**config.mk**
```make
export PLATFORM = sky130hd
export DESIGN_NAME = packbits_row_decoder_top
export DESIGN_NICKNAME = d
export VERILOG_FILES = /design/src/pbrd_pkg.sv /design/src/pbrd_front.sv /design/src/pbrd_queue.sv /design/src/pbrd_back.sv /design/src/packbits_row_decoder_top.sv
export VERILOG_INCLUDE_DIRS = /design/src /design/src/src
export SDC_FILE = /design/constraint.sdc
export NUM_CORES = 1
export LEC_CHECK = 0
export ABC_AREA = 1
export ABC_CLOCK_PERIOD_IN_PS = 6700
export BUFFER_PORTS_ARGS = -buffer_cell sky130_fd_sc_hd__clkbuf_2
export CAP_MARGIN = 20
export CORE_MARGIN = 4
export CORE_UTILIZATION = 36
export DETAILED_ROUTE_END_ITERATION = 6
export PLACE_DENSITY = 0.52
export SETUP_SLACK_MARGIN = 0.4
export SLEW_MARGIN = 15
export SYNTH_ARGS = -nofsm -noshare
export SYNTH_HDL_FRONTEND = slang
export SYNTH_HIERARCHICAL = 1
export SYNTH_SLANG_ARGS = --single-unit
```
**constraint.sdc**
```tcl
create_clock -name clk -period 6.7 [get_ports clk]
set_input_delay 0 -clock clk [delete_from_list [all_inputs] [get_ports clk]]
set_output_delay 0 -clock clk [all_outputs]
set_load 0.02 [all_outputs]
```
**src/packbits_row_decoder_top_macros.svh**
```systemverilog
// Assertion macros for the PackBits row decoder.
// Used by packbits_row_decoder_top; no other dependencies.
`ifndef PACKBITS_ROW_DECODER_TOP_MACROS_SVH
`define PACKBITS_ROW_DECODER_TOP_MACROS_SVH
`ifndef SYNTH
`define PBRD_ASSERT_IMPL(label, clk, rst_n, ante, cons) \
	label: assert property (@(posedge clk) disable iff (!rst_n) (ante) |-> (cons)) \
		else $error("pbrd assertion failed");
`define PBRD_ASSERT_NEXT(label, clk, rst_n, ante, cons) \
	label: assert property (@(posedge clk) disable iff (!rst_n) (ante) |=> (cons)) \
		else $error("pbrd assertion failed");
`else
`define PBRD_ASSERT_IMPL(label, clk, rst_n, ante, cons)
`define PBRD_ASSERT_NEXT(label, clk, rst_n, ante, cons)
`endif
`endif

```
**src/pbrd_pkg.sv**
```systemverilog
// Shared types and constants for the PackBits row decoder.
// No dependencies.
package pbrd_pkg;

	localparam int unsigned QUEUE_DEPTH_DEF = 2;
	localparam int unsigned HDR_RUN_BIT     = 7;
	localparam logic [8:0]  REPEAT_BASE     = 9'd257;

	typedef enum logic [2:0] {
		PH_HEADER  = 3'b001,
		PH_LITERAL = 3'b010,
		PH_RUN     = 3'b100
	} phase_t;

	typedef struct packed {
		logic [15:0] element_value;
		logic [7:0]  run_length;
		logic        last_of_row;
		logic        truncated;
	} item_t;

endpackage

```
**src/pbrd_front.sv**
```systemverilog
// Front end: takes packed bytes, tracks packet state, emits decoded items.
// Depends on pbrd_pkg.
module pbrd_front
	import pbrd_pkg::*;
(
	input  logic       clk,
	input  logic       arst_n,
	input  logic       wide,
	input  logic       accept,
	input  logic [7:0] data_byte,
	input  logic       row_end,
	output logic       push,
	output item_t      item
);

	phase_t     phase_q, phase_d;
	logic [7:0] remain_q, remain_d;
	logic [7:0] repeat_q, repeat_d;
	logic [7:0] held_q, held_d;
	logic       half_q, half_d;
	logic [7:0] remain_dec;
	logic       finished;

	always_comb begin
		phase_d    = phase_q;
		remain_d   = remain_q;
		repeat_d   = repeat_q;
		held_d     = held_q;
		half_d     = half_q;
		push       = 1'b0;
		item       = '0;
		remain_dec = remain_q;
		finished   = 1'b1;
		if (accept) begin
			if (phase_q == PH_HEADER) begin
				if (!data_byte[HDR_RUN_BIT]) begin
					remain_d = data_byte + 8'd1;
					phase_d  = PH_LITERAL;
				end else begin
					repeat_d = 8'(REPEAT_BASE - {1'b0, data_byte});
					phase_d  = PH_RUN;
				end
				half_d = 1'b0;
				if (row_end) begin
					push             = 1'b1;
					item.last_of_row = 1'b1;
					item.truncated   = 1'b1;
				end
			end else if (!half_q && wide) begin
				held_d = data_byte;
				half_d = 1'b1;
				if (row_end) begin
					push             = 1'b1;
					item.last_of_row = 1'b1;
					item.truncated   = 1'b1;
				end
			end else begin
				item.element_value = half_q ? {held_q, data_byte} : {8'd0, data_byte};
				half_d = 1'b0;
				if (phase_q == PH_LITERAL) begin
					if (remain_q != 8'd0)
						remain_dec = remain_q - 8'd1;
					remain_d        = remain_dec;
					finished        = (remain_dec == 8'd0);
					item.run_length = 8'd1;
				end else begin
					item.run_length = repeat_q;
				end
				if (finished)
					phase_d = PH_HEADER;
				push             = 1'b1;
				item.last_of_row = row_end;
				item.truncated   = row_end && !finished;
			end
			if (row_end) begin
				phase_d  = PH_HEADER;
				remain_d = '0;
				repeat_d = '0;
				held_d   = '0;
				half_d   = 1'b0;
			end
		end
	end

	always_ff @(posedge clk or negedge arst_n) begin
		if (!arst_n) begin
			phase_q  <= PH_HEADER;
			remain_q <= '0;
			repeat_q <= '0;
			held_q   <= '0;
			half_q   <= 1'b0;
		end else begin
			phase_q  <= phase_d;
			remain_q <= remain_d;
			repeat_q <= repeat_d;
			held_q   <= held_d;
			half_q   <= half_d;
		end
	end

endmodule

```
**src/pbrd_queue.sv**
```systemverilog
// Short flip-flop FIFO between the front and back ends.
// Depends on pbrd_pkg.
module pbrd_queue
	import pbrd_pkg::*;
#(
	parameter int unsigned DEPTH = QUEUE_DEPTH_DEF
) (
	input  logic                       clk,
	input  logic                       arst_n,
	input  logic                       push,
	input  item_t                      push_item,
	input  logic                       pop,
	output item_t                      head,
	output logic                       not_empty,
	output logic                       full,
	output logic [$clog2(DEPTH+1)-1:0] count
);

	localparam int unsigned PW = (DEPTH > 1) ? $clog2(DEPTH) : 1;
	localparam int unsigned CW = $clog2(DEPTH + 1);

	item_t         mem_q [DEPTH];
	logic [PW-1:0] wr_ptr_q, rd_ptr_q;
	logic [CW-1:0] count_q;
	logic          do_push, do_pop;

	assign do_push   = push && !full;
	assign do_pop    = pop && not_empty;
	assign not_empty = (count_q != '0);
	assign full      = (count_q == CW'(DEPTH));
	assign head      = mem_q[rd_ptr_q];
	assign count     = count_q;

	always_ff @(posedge clk) begin
		if (do_push)
			mem_q[wr_ptr_q] <= push_item;
	end

	always_ff @(posedge clk or negedge arst_n) begin
		if (!arst_n) begin
			wr_ptr_q <= '0;
			rd_ptr_q <= '0;
			count_q  <= '0;
		end else begin
			if (do_push)
				wr_ptr_q <= (wr_ptr_q == PW'(DEPTH - 1)) ? '0 : wr_ptr_q + PW'(1);
			if (do_pop)
				rd_ptr_q <= (rd_ptr_q == PW'(DEPTH - 1)) ? '0 : rd_ptr_q + PW'(1);
			if (do_push && !do_pop)
				count_q <= count_q + CW'(1);
			else if (do_pop && !do_push)
				count_q <= count_q - CW'(1);
		end
	end

endmodule

```
**src/pbrd_back.sv**
```systemverilog
// Back end: output register that drains the queue onto the result channel.
// Depends on pbrd_pkg.
module pbrd_back
	import pbrd_pkg::*;
(
	input  logic  clk,
	input  logic  arst_n,
	input  logic  q_not_empty,
	input  item_t q_head,
	output logic  q_pop,
	input  logic  out_ready,
	output logic  out_valid,
	output item_t out_item
);

	logic  valid_q;
	item_t item_q;

	assign q_pop     = q_not_empty && (!valid_q || out_ready);
	assign out_valid = valid_q;
	assign out_item  = item_q;

	always_ff @(posedge clk) begin
		if (q_pop)
			item_q <= q_head;
	end

	always_ff @(posedge clk or negedge arst_n) begin
		if (!arst_n) begin
			valid_q <= 1'b0;
		end else if (q_pop) begin
			valid_q <= 1'b1;
		end else if (out_ready) begin
			valid_q <= 1'b0;
		end
	end

endmodule

```
**src/packbits_row_decoder_top.sv**
```systemverilog
// PackBits row decoder, top level: front end, queue, back end, config register.
// Depends on pbrd_pkg, pbrd_front, pbrd_queue, pbrd_back and the macros header.
// One packed byte is taken per cycle while the queue is not full; at most one
// result leaves per cycle. Each result passes through the queue into the output
// register. The front end's per-byte header and counter update sets the byte
// rate; the QUEUE_DEPTH-entry queue lets input and output stall independently.
`include "packbits_row_decoder_top_macros.svh"
module packbits_row_decoder_top
	import pbrd_pkg::*;
#(
	parameter int unsigned QUEUE_DEPTH = QUEUE_DEPTH_DEF
) (
	input  logic        clk,
	input  logic        arst_n,
	input  logic        cfg_we,
	input  logic        cfg_wdata,
	input  logic        in_valid,
	output logic        in_ready,
	input  logic [7:0]  data_byte,
	input  logic        row_end,
	output logic        out_valid,
	input  logic        out_ready,
	output logic [15:0] element_value,
	output logic [7:0]  run_length,
	output logic        last_of_row,
	output logic        truncated
);

	logic                             wide_q;
	logic                             accept;
	logic                             f_push;
	item_t                            f_item;
	item_t                            q_head;
	logic                             q_not_empty, q_full, q_pop;
	logic [$clog2(QUEUE_DEPTH+1)-1:0] q_count;
	item_t                            o_item;

	always_ff @(posedge clk or negedge arst_n) begin
		if (!arst_n)
			wide_q <= 1'b0;
		else if (cfg_we)
			wide_q <= cfg_wdata;
	end

	assign in_ready = !q_full;
	assign accept   = in_valid && in_ready;

	pbrd_front u_front (
		.clk       (clk),
		.arst_n    (arst_n),
		.wide      (wide_q),
		.accept    (accept),
		.data_byte (data_byte),
		.row_end   (row_end),
		.push      (f_push),
		.item      (f_item)
	);

	pbrd_queue #(.DEPTH(QUEUE_DEPTH)) u_queue (
		.clk       (clk),
		.arst_n    (arst_n),
		.push      (f_push),
		.push_item (f_item),
		.pop       (q_pop),
		.head      (q_head),
		.not_empty (q_not_empty),
		.full      (q_full),
		.count     (q_count)
	);

	pbrd_back u_back (
		.clk         (clk),
		.arst_n      (arst_n),
		.q_not_empty (q_not_empty),
		.q_head      (q_head),
		.q_pop       (q_pop),
		.out_ready   (out_ready),
		.out_valid   (out_valid),
		.out_item    (o_item)
	);

	assign element_value = o_item.element_value;
	assign run_length    = o_item.run_length;
	assign last_of_row   = o_item.last_of_row;
	assign truncated     = o_item.truncated;

	`PBRD_ASSERT_IMPL(a_row_end_pushes, clk, arst_n, accept && row_end, f_push)
	`PBRD_ASSERT_IMPL(a_count_bound, clk, arst_n, 1'b1, q_count <= QUEUE_DEPTH)
	`PBRD_ASSERT_NEXT(a_push_lands, clk, arst_n, f_push && !q_pop, q_not_empty)

endmodule
```
* Word level (Yosys, flattened, before mapping)
Memory sizes are Yosys's and may differ from the RTL's. A register that Yosys moved wholly into a read port is not among the register bits. Cells that the tools add are included.
Operators by class: add/subtract/negate cells 7, equal/unequal tests 6, muxes and demuxes 48, reductions and logical operators 29
Operators by type and width (count):
- 8-bit two-way mux | 17
- 24-bit two-way mux | 2
- 26-bit two-way mux | 1
- 1-bit two-way mux | 17
- 16-bit two-way mux | 1
- 3-bit two-way mux | 5
- 2-bit nonzero test | 6
- 2-bit two-way mux | 5
- 3-bit AND reduction | 3
- 8-bit by 1-bit adder with 8-bit output (second input constant) | 1
- 1-bit logical AND | 8
- 8-bit zero test | 1
- 8-bit nonzero test | 1
- 1-bit by 8-bit subtractor with 8-bit output (first input constant) | 1
- 8-bit by 1-bit subtractor with 8-bit output (second input constant) | 1
- 1-bit zero test | 6
- 3-bit nonzero test | 2
- 4-bit AND reduction | 1
- 3-bit by 1-bit == test with 1-bit output (second input constant) | 1
- 3-bit by 2-bit == test with 1-bit output (second input constant) | 1
- 3-bit by 2-bit != test with 1-bit output (second input constant) | 1
- 3-bit != test (second input constant) | 1
- 1-bit adder (second input constant) | 2
- 2-bit by 1-bit adder with 2-bit output (second input constant) | 1
- other kinds (4) | 4
Storage, ports and cells: flip-flop bits (word level) 34, RAM bits 52, input port bits 15, output and inout bits 28, word-level logic and storage cells 101, memories 1
Memory list:
- u_queue.mem_q | depth 2, width 26, read ports 1, clocked after Yosys merged registers in 1, wr ports 1, RTL line pbrd_queue.sv:22 | item_t mem_q [DEPTH];

* Logic depth before layout (Yosys ltp)
depth in word-level cells 16, mapped depth 15, gate-level depth less buffers 13

* Modules after synthesis
Netlist, hierarchy kept.
Modules (own cells, without submodules):
- pbrd_queue | times used 1, cells each 167, area each 2185.8 µm², sequential area each 1661.6 µm²
- pbrd_front | times used 1, cells each 274, area each 1981.9 µm², sequential area each 701.9 µm²
- pbrd_back | times used 1, cells each 32, area each 829.5 µm², sequential area each 805.8 µm²
- packbits_row_decoder_top | times used 1, cells each 8, area each 51.3 µm², sequential area each 25.0 µm²

* Worst setup path after synthesis
OpenSTA, ideal clock, no wires.
path type register -> register, from register u_queue.count_q[1] (netlist: u_queue/count[1]), to memory u_queue/mem_q[1][0] (netlist bit), enable pin, setup time 0.409 ns, arrival 2.517 ns, required time 6.291 ns, slack 3.774 ns, stages on the path, launching flop included 10, path buffers 2, clock period less this slack 2.926 ns, cells stage by stage dfrtp_1 > inv_1 > nor2_2 > nor2_1 > buf_2 > nand3_1 > clkbuf_1 > nand2_1 > o21ai_0 > nor2_1
On the way: longest elaborated chain between the ends 7
RTL lines:
- start: declaration | RTL line pbrd_queue.sv:24 | logic [CW-1:0] count_q;
- start signal: assignment | RTL line pbrd_queue.sv:50 | count_q <= count_q + CW'(1);
- start signal: assignment | RTL line pbrd_queue.sv:52 | count_q <= count_q - CW'(1);
- 2-bit == test | RTL line pbrd_queue.sv:30 | assign full = (count_q == CW'(DEPTH));
- net q_full | RTL line packbits_row_decoder_top.sv:34 | logic q_not_empty, q_full, q_pop;
- 1-bit zero test | RTL line packbits_row_decoder_top.sv:45 | assign in_ready = !q_full;
- 1-bit logical AND | RTL line packbits_row_decoder_top.sv:46 | assign accept = in_valid && in_ready;
- net accept | RTL line packbits_row_decoder_top.sv:30 | logic accept;
- 1-bit two-way mux | RTL line pbrd_front.sv:34 | if (accept) begin
- net f_push | RTL line packbits_row_decoder_top.sv:31 | logic f_push;
- 1-bit logical AND | RTL line pbrd_queue.sv:27 | assign do_push = push && !full;
- 1-bit two-way mux | RTL line pbrd_queue.sv:35 | if (do_push)
- 1-bit two-way mux (implied by the code) | RTL line pbrd_queue.sv:36 | mem_q[wr_ptr_q] <= push_item;
- end: declaration | RTL line pbrd_queue.sv:22
The timed path passes the listed nets, and every way through them passes these cells.

* Final worst setup path
from register u_queue.count_q[1] (netlist: u_queue/count[1]), to memory u_queue/mem_q[0][16] (netlist bit), enable pin
Same word-level chain as after synthesis.

==> flow_metrics.py <==
metrics = {
    "outcome": {
        "outcome": "complete, no violations",
    },
    "layout": {
        "drive_gt1_share_pct": 20.1,
        "nFillCells": 1324,
        "fin_nets": 552,
        "final_core_util_pct": 42.0,
        "fin_cells": 716,
        "antenna_cells": 0,
        "syn_to_final_growth_pct": 14.9,
    },
    "drt": {
        "wl_um": 9700,
        "drt_iter0_markers": 162,
        "drtAntennaViolNets": 0,
        "drt-pass1-iter-count": 4,
        "avgViaCountPerCell": 4.65,
        "wl_per_cell_um": 13.5,
        "vias": 3329,
        "drcViolationCount": 0,
    },
    "timing": {
        "fin_ws_ps": 3530,
        "period_needed_ps": 3170,
        "fmax_ghz": 0.315,
        "finalHoldViolations": 0,
        "final.setup.tns_ps": 0,
        "grt_setup_unrepaired": "no",
        "fin_crit_sh_pct": 47.3,
        "worst_pin_slew_ps": 1040,
        "final_max_slew_viol_count": 0,
        "fin_skew_ps": 9.06,
        "slew_headroom_pct": 30.4,
        "finalSetupViolations": 0,
    },
    "grt": {
        "gr-total-overflow": 0,
        "grt_pass1_vias": 3298,
        "antenna_found_initial": 0,
        "grt_max_degree": 35,
        "track_usage_pct": 13.0,
        "grt_pass1_wl_um": 16600,
    },
    "power_and_ir_drop": {
        "power_density_nw_per_um2": 463,
        "irDropWorstVdd_mv": 0.164,
        "p_int_mw": 1.67,
        "p_leak_nw": 2.58,
        "pwr-share-clk_pct": 20.6,
        "seqPwrFrac_pct": 42.6,
        "p_total_mw": 2.69,
        "p_comb_share_pct": 36.8,
        "switching_share_pct": 37.9,
        "power.switching_mw": 1.02,
    },
    "cts": {
        "clockBufferDepth": 2,
        "htree_levels": 3,
        "ctsRootBufferMaster": "clkbuf_16",
        "insertion_delay_ps": 350,
        "cts_tree": "done",
        "cts.sinks": 112,
        "cts_buffers": 9,
        "clkSlewWorstSetupHoldPaths_ps": 70,
    },
    "worst_setup_path": {
        "critical_path_class": "reg -> reg",
        "crit_path_end_kind": "flop",
        "required_ps": 6670,
        "arrival_ps": 3150,
        "r2r_start": "u_queue/count[1]",
        "crit_path_start": "u_queue/count[1]",
        "path_max_fanout": 26,
        "ff2ff_setup_slack_ps": 3530,
        "rr_worst_depth": 9,
        "cp-start-kind": "flop",
        "r2r_end": "u_queue/mem_q[0][16]",
    },
    "synthesis": {
        "yosysWarnings": 6,
        "yosysTopAreaCell": "edfxtp_1",
        "synth_edf_count": 78,
        "synthCells": 481,
        "yosysMostFrequentCell": "nand2_1",
        "ys_ff_latch": 112,
        "syn_area_um2": 5050,
        "synth.area.top_cells": "edfxtp_1, dfrtp_1, nand2_1, inv_1, nand3_1",
        "synthDistinctLibCells": 39,
        "syn_nets": 502,
        "seq_area_frac_synth_pct": 63.3,
        "synth-async-reset-ratio_pct": 30.4,
        "synth_top_cell_area_share_pct": 46.4,
        "syn_avg_cell_area_um2": 10.5,
        "synth_ff_type": "edfxtp_1",
        "yosys-top-cells-count": "nand2_1, edfxtp_1, inv_1",
    },
    "floorplan": {
        "die_w_um": 126,
        "dieArea_um2": 16000,
        "fp.coreArea_um2": 13800,
        "start_util_pct": 36.5,
        "rows": 43,
        "pin_count": 43,
        "die_h_um": 126,
    },
    "placement": {
        "dp_slack_ps": 3500,
        "dp_cells": 694,
        "port_buffers": 42,
        "place.gp.congestion": 0.840,
        "dp_hpwl_um": 6900,
    },
    "min_path": {
        "hold_start": "data_byte[7]",
        "hold_depth": 3,
        "hp-class": "in -> reg",
        "min_to": "u_front/phase_q[2]",
    },
    "job": {
        "maxCapViolCount": 0,
    },
}
-- layout by cell type, fill, tap and decap left out, drive strengths merged --
cell,count
a31oi,2
nor2,34
nor3b,1
dlygate4sd3,5
nand2,155
nand3,31
dfrtp,33
xnor2,1
nor4,2
ha,6
mux2,1
o211ai,2
dfstp,1
xor2,5
o22ai,15
a21oi,3
inv,67
bufinv,1
buf,4
edfxtp,78
clkinvlp,1
a211oi,1
nor3,10
clkbuf,54
o21ai,20
nand4,3
-- power by group through the flow --
stage               Combinational, mW  Sequential (mW)  Clock, mW
floorplan                       0.667             1.25          0
global placement                0.949             1.17          0
detailed placement              0.965             1.18          0
CTS                             0.971             1.17      0.571
global route                     1.12             1.17      0.601
finish                          0.988             1.14      0.553
-- worst max-delay path, cell delays in order (launching register included) --
cell     delay, ps
dfrtp_1        370
inv_1          130
nor2_2          80
nor2_1         380
nand3_1        550
nand2_1        230
inv_1          100
nor2_4         130
nand2_2         60
inv_1          750
-- timing repair --
item,in CTS,in global routing
hold buffers,5,0
resized for setup,0,0
endpoints found under the hold margin,35,0
buffers inserted,0,0
setup endpoints to repair,0,0
-- sequential cells by signal, summed over array words and instances (netlist names) --
register,count
u_queue/mem_q,52
u_back/out_item,26
u_front/held_q,8
u_front/remain_q,8
u_front/repeat_q,8
u_front/phase_q,3
u_queue/count,2
u_back/out_valid,1
u_front/half_q,1
u_queue/rd_ptr_q,1
u_queue/wr_ptr_q,1
wide_q,1
-- per-stage QoR --
stage | cell area (µm²) | hold slack (ps)
6_report | 5800 | 9.05
5_1_grt | 5800 | 41.9
4_1_cts | 5770 | 0.892
3_5_place_dp | 5410 | 171
3_3_place_gp | 5410 | 174
2_1_floorplan | 5050 | -296
-- routing by layer --
metal | part of all wire (%) | up-vias | track usage (%)
met3 | 4.2 | 9 | 3.12
li1 | - | 1683 | -
met5 | 0 | - | 0
met4 | 1.6 | 0 | 4.73
met2 | 48 | 61 | 21.3
met1 | 46 | 1576 | 16.8
-- layout make-up --
cell class / instances / area (µm²) / area share (%)
clock buffer: 12 / 256 / 4.42
clock inverter: 4 / 57.6 / 0.992
inverter: 65 / 254 / 4.38
multi-input combinational: 292 / 1500 / 25.9
sequential: 112 / 3190 / 55.1
tap: 180 / 225 / 3.88
timing repair buffer: 51 / 310 / 5.35
-- kinds of logic (layout without fill, tap and decap cells) --
logic type,count (synthesis),count (layout),synth area share [%]
AND/OR/NAND/NOR,236,236,21.1
multiplexers,1,1,0.223
flip-flops,112,112,63.3
buffers and inverters,77,132,7.01
XOR/XNOR,6,6,1.04
adder cells (fa/ha/maj),6,6,1.49
AO/OA/AOI/OAI,43,43,5.82
-- how the worst max path moves through the flow --
stage	end	cells past startpoint	slack [ps]
global placement	u_queue/mem_q[0][15]	9	3580
floorplan	u_queue/mem_q[1][0]	9	3770
finish	u_queue/mem_q[0][16]	9	3530
global route	u_queue/mem_q[0][12]	9	3120
detailed placement	u_queue/mem_q[0][17]	9	3500
CTS	u_queue/mem_q[0][12]	9	3470
Note: power is estimated with default switching activity, not from simulation.
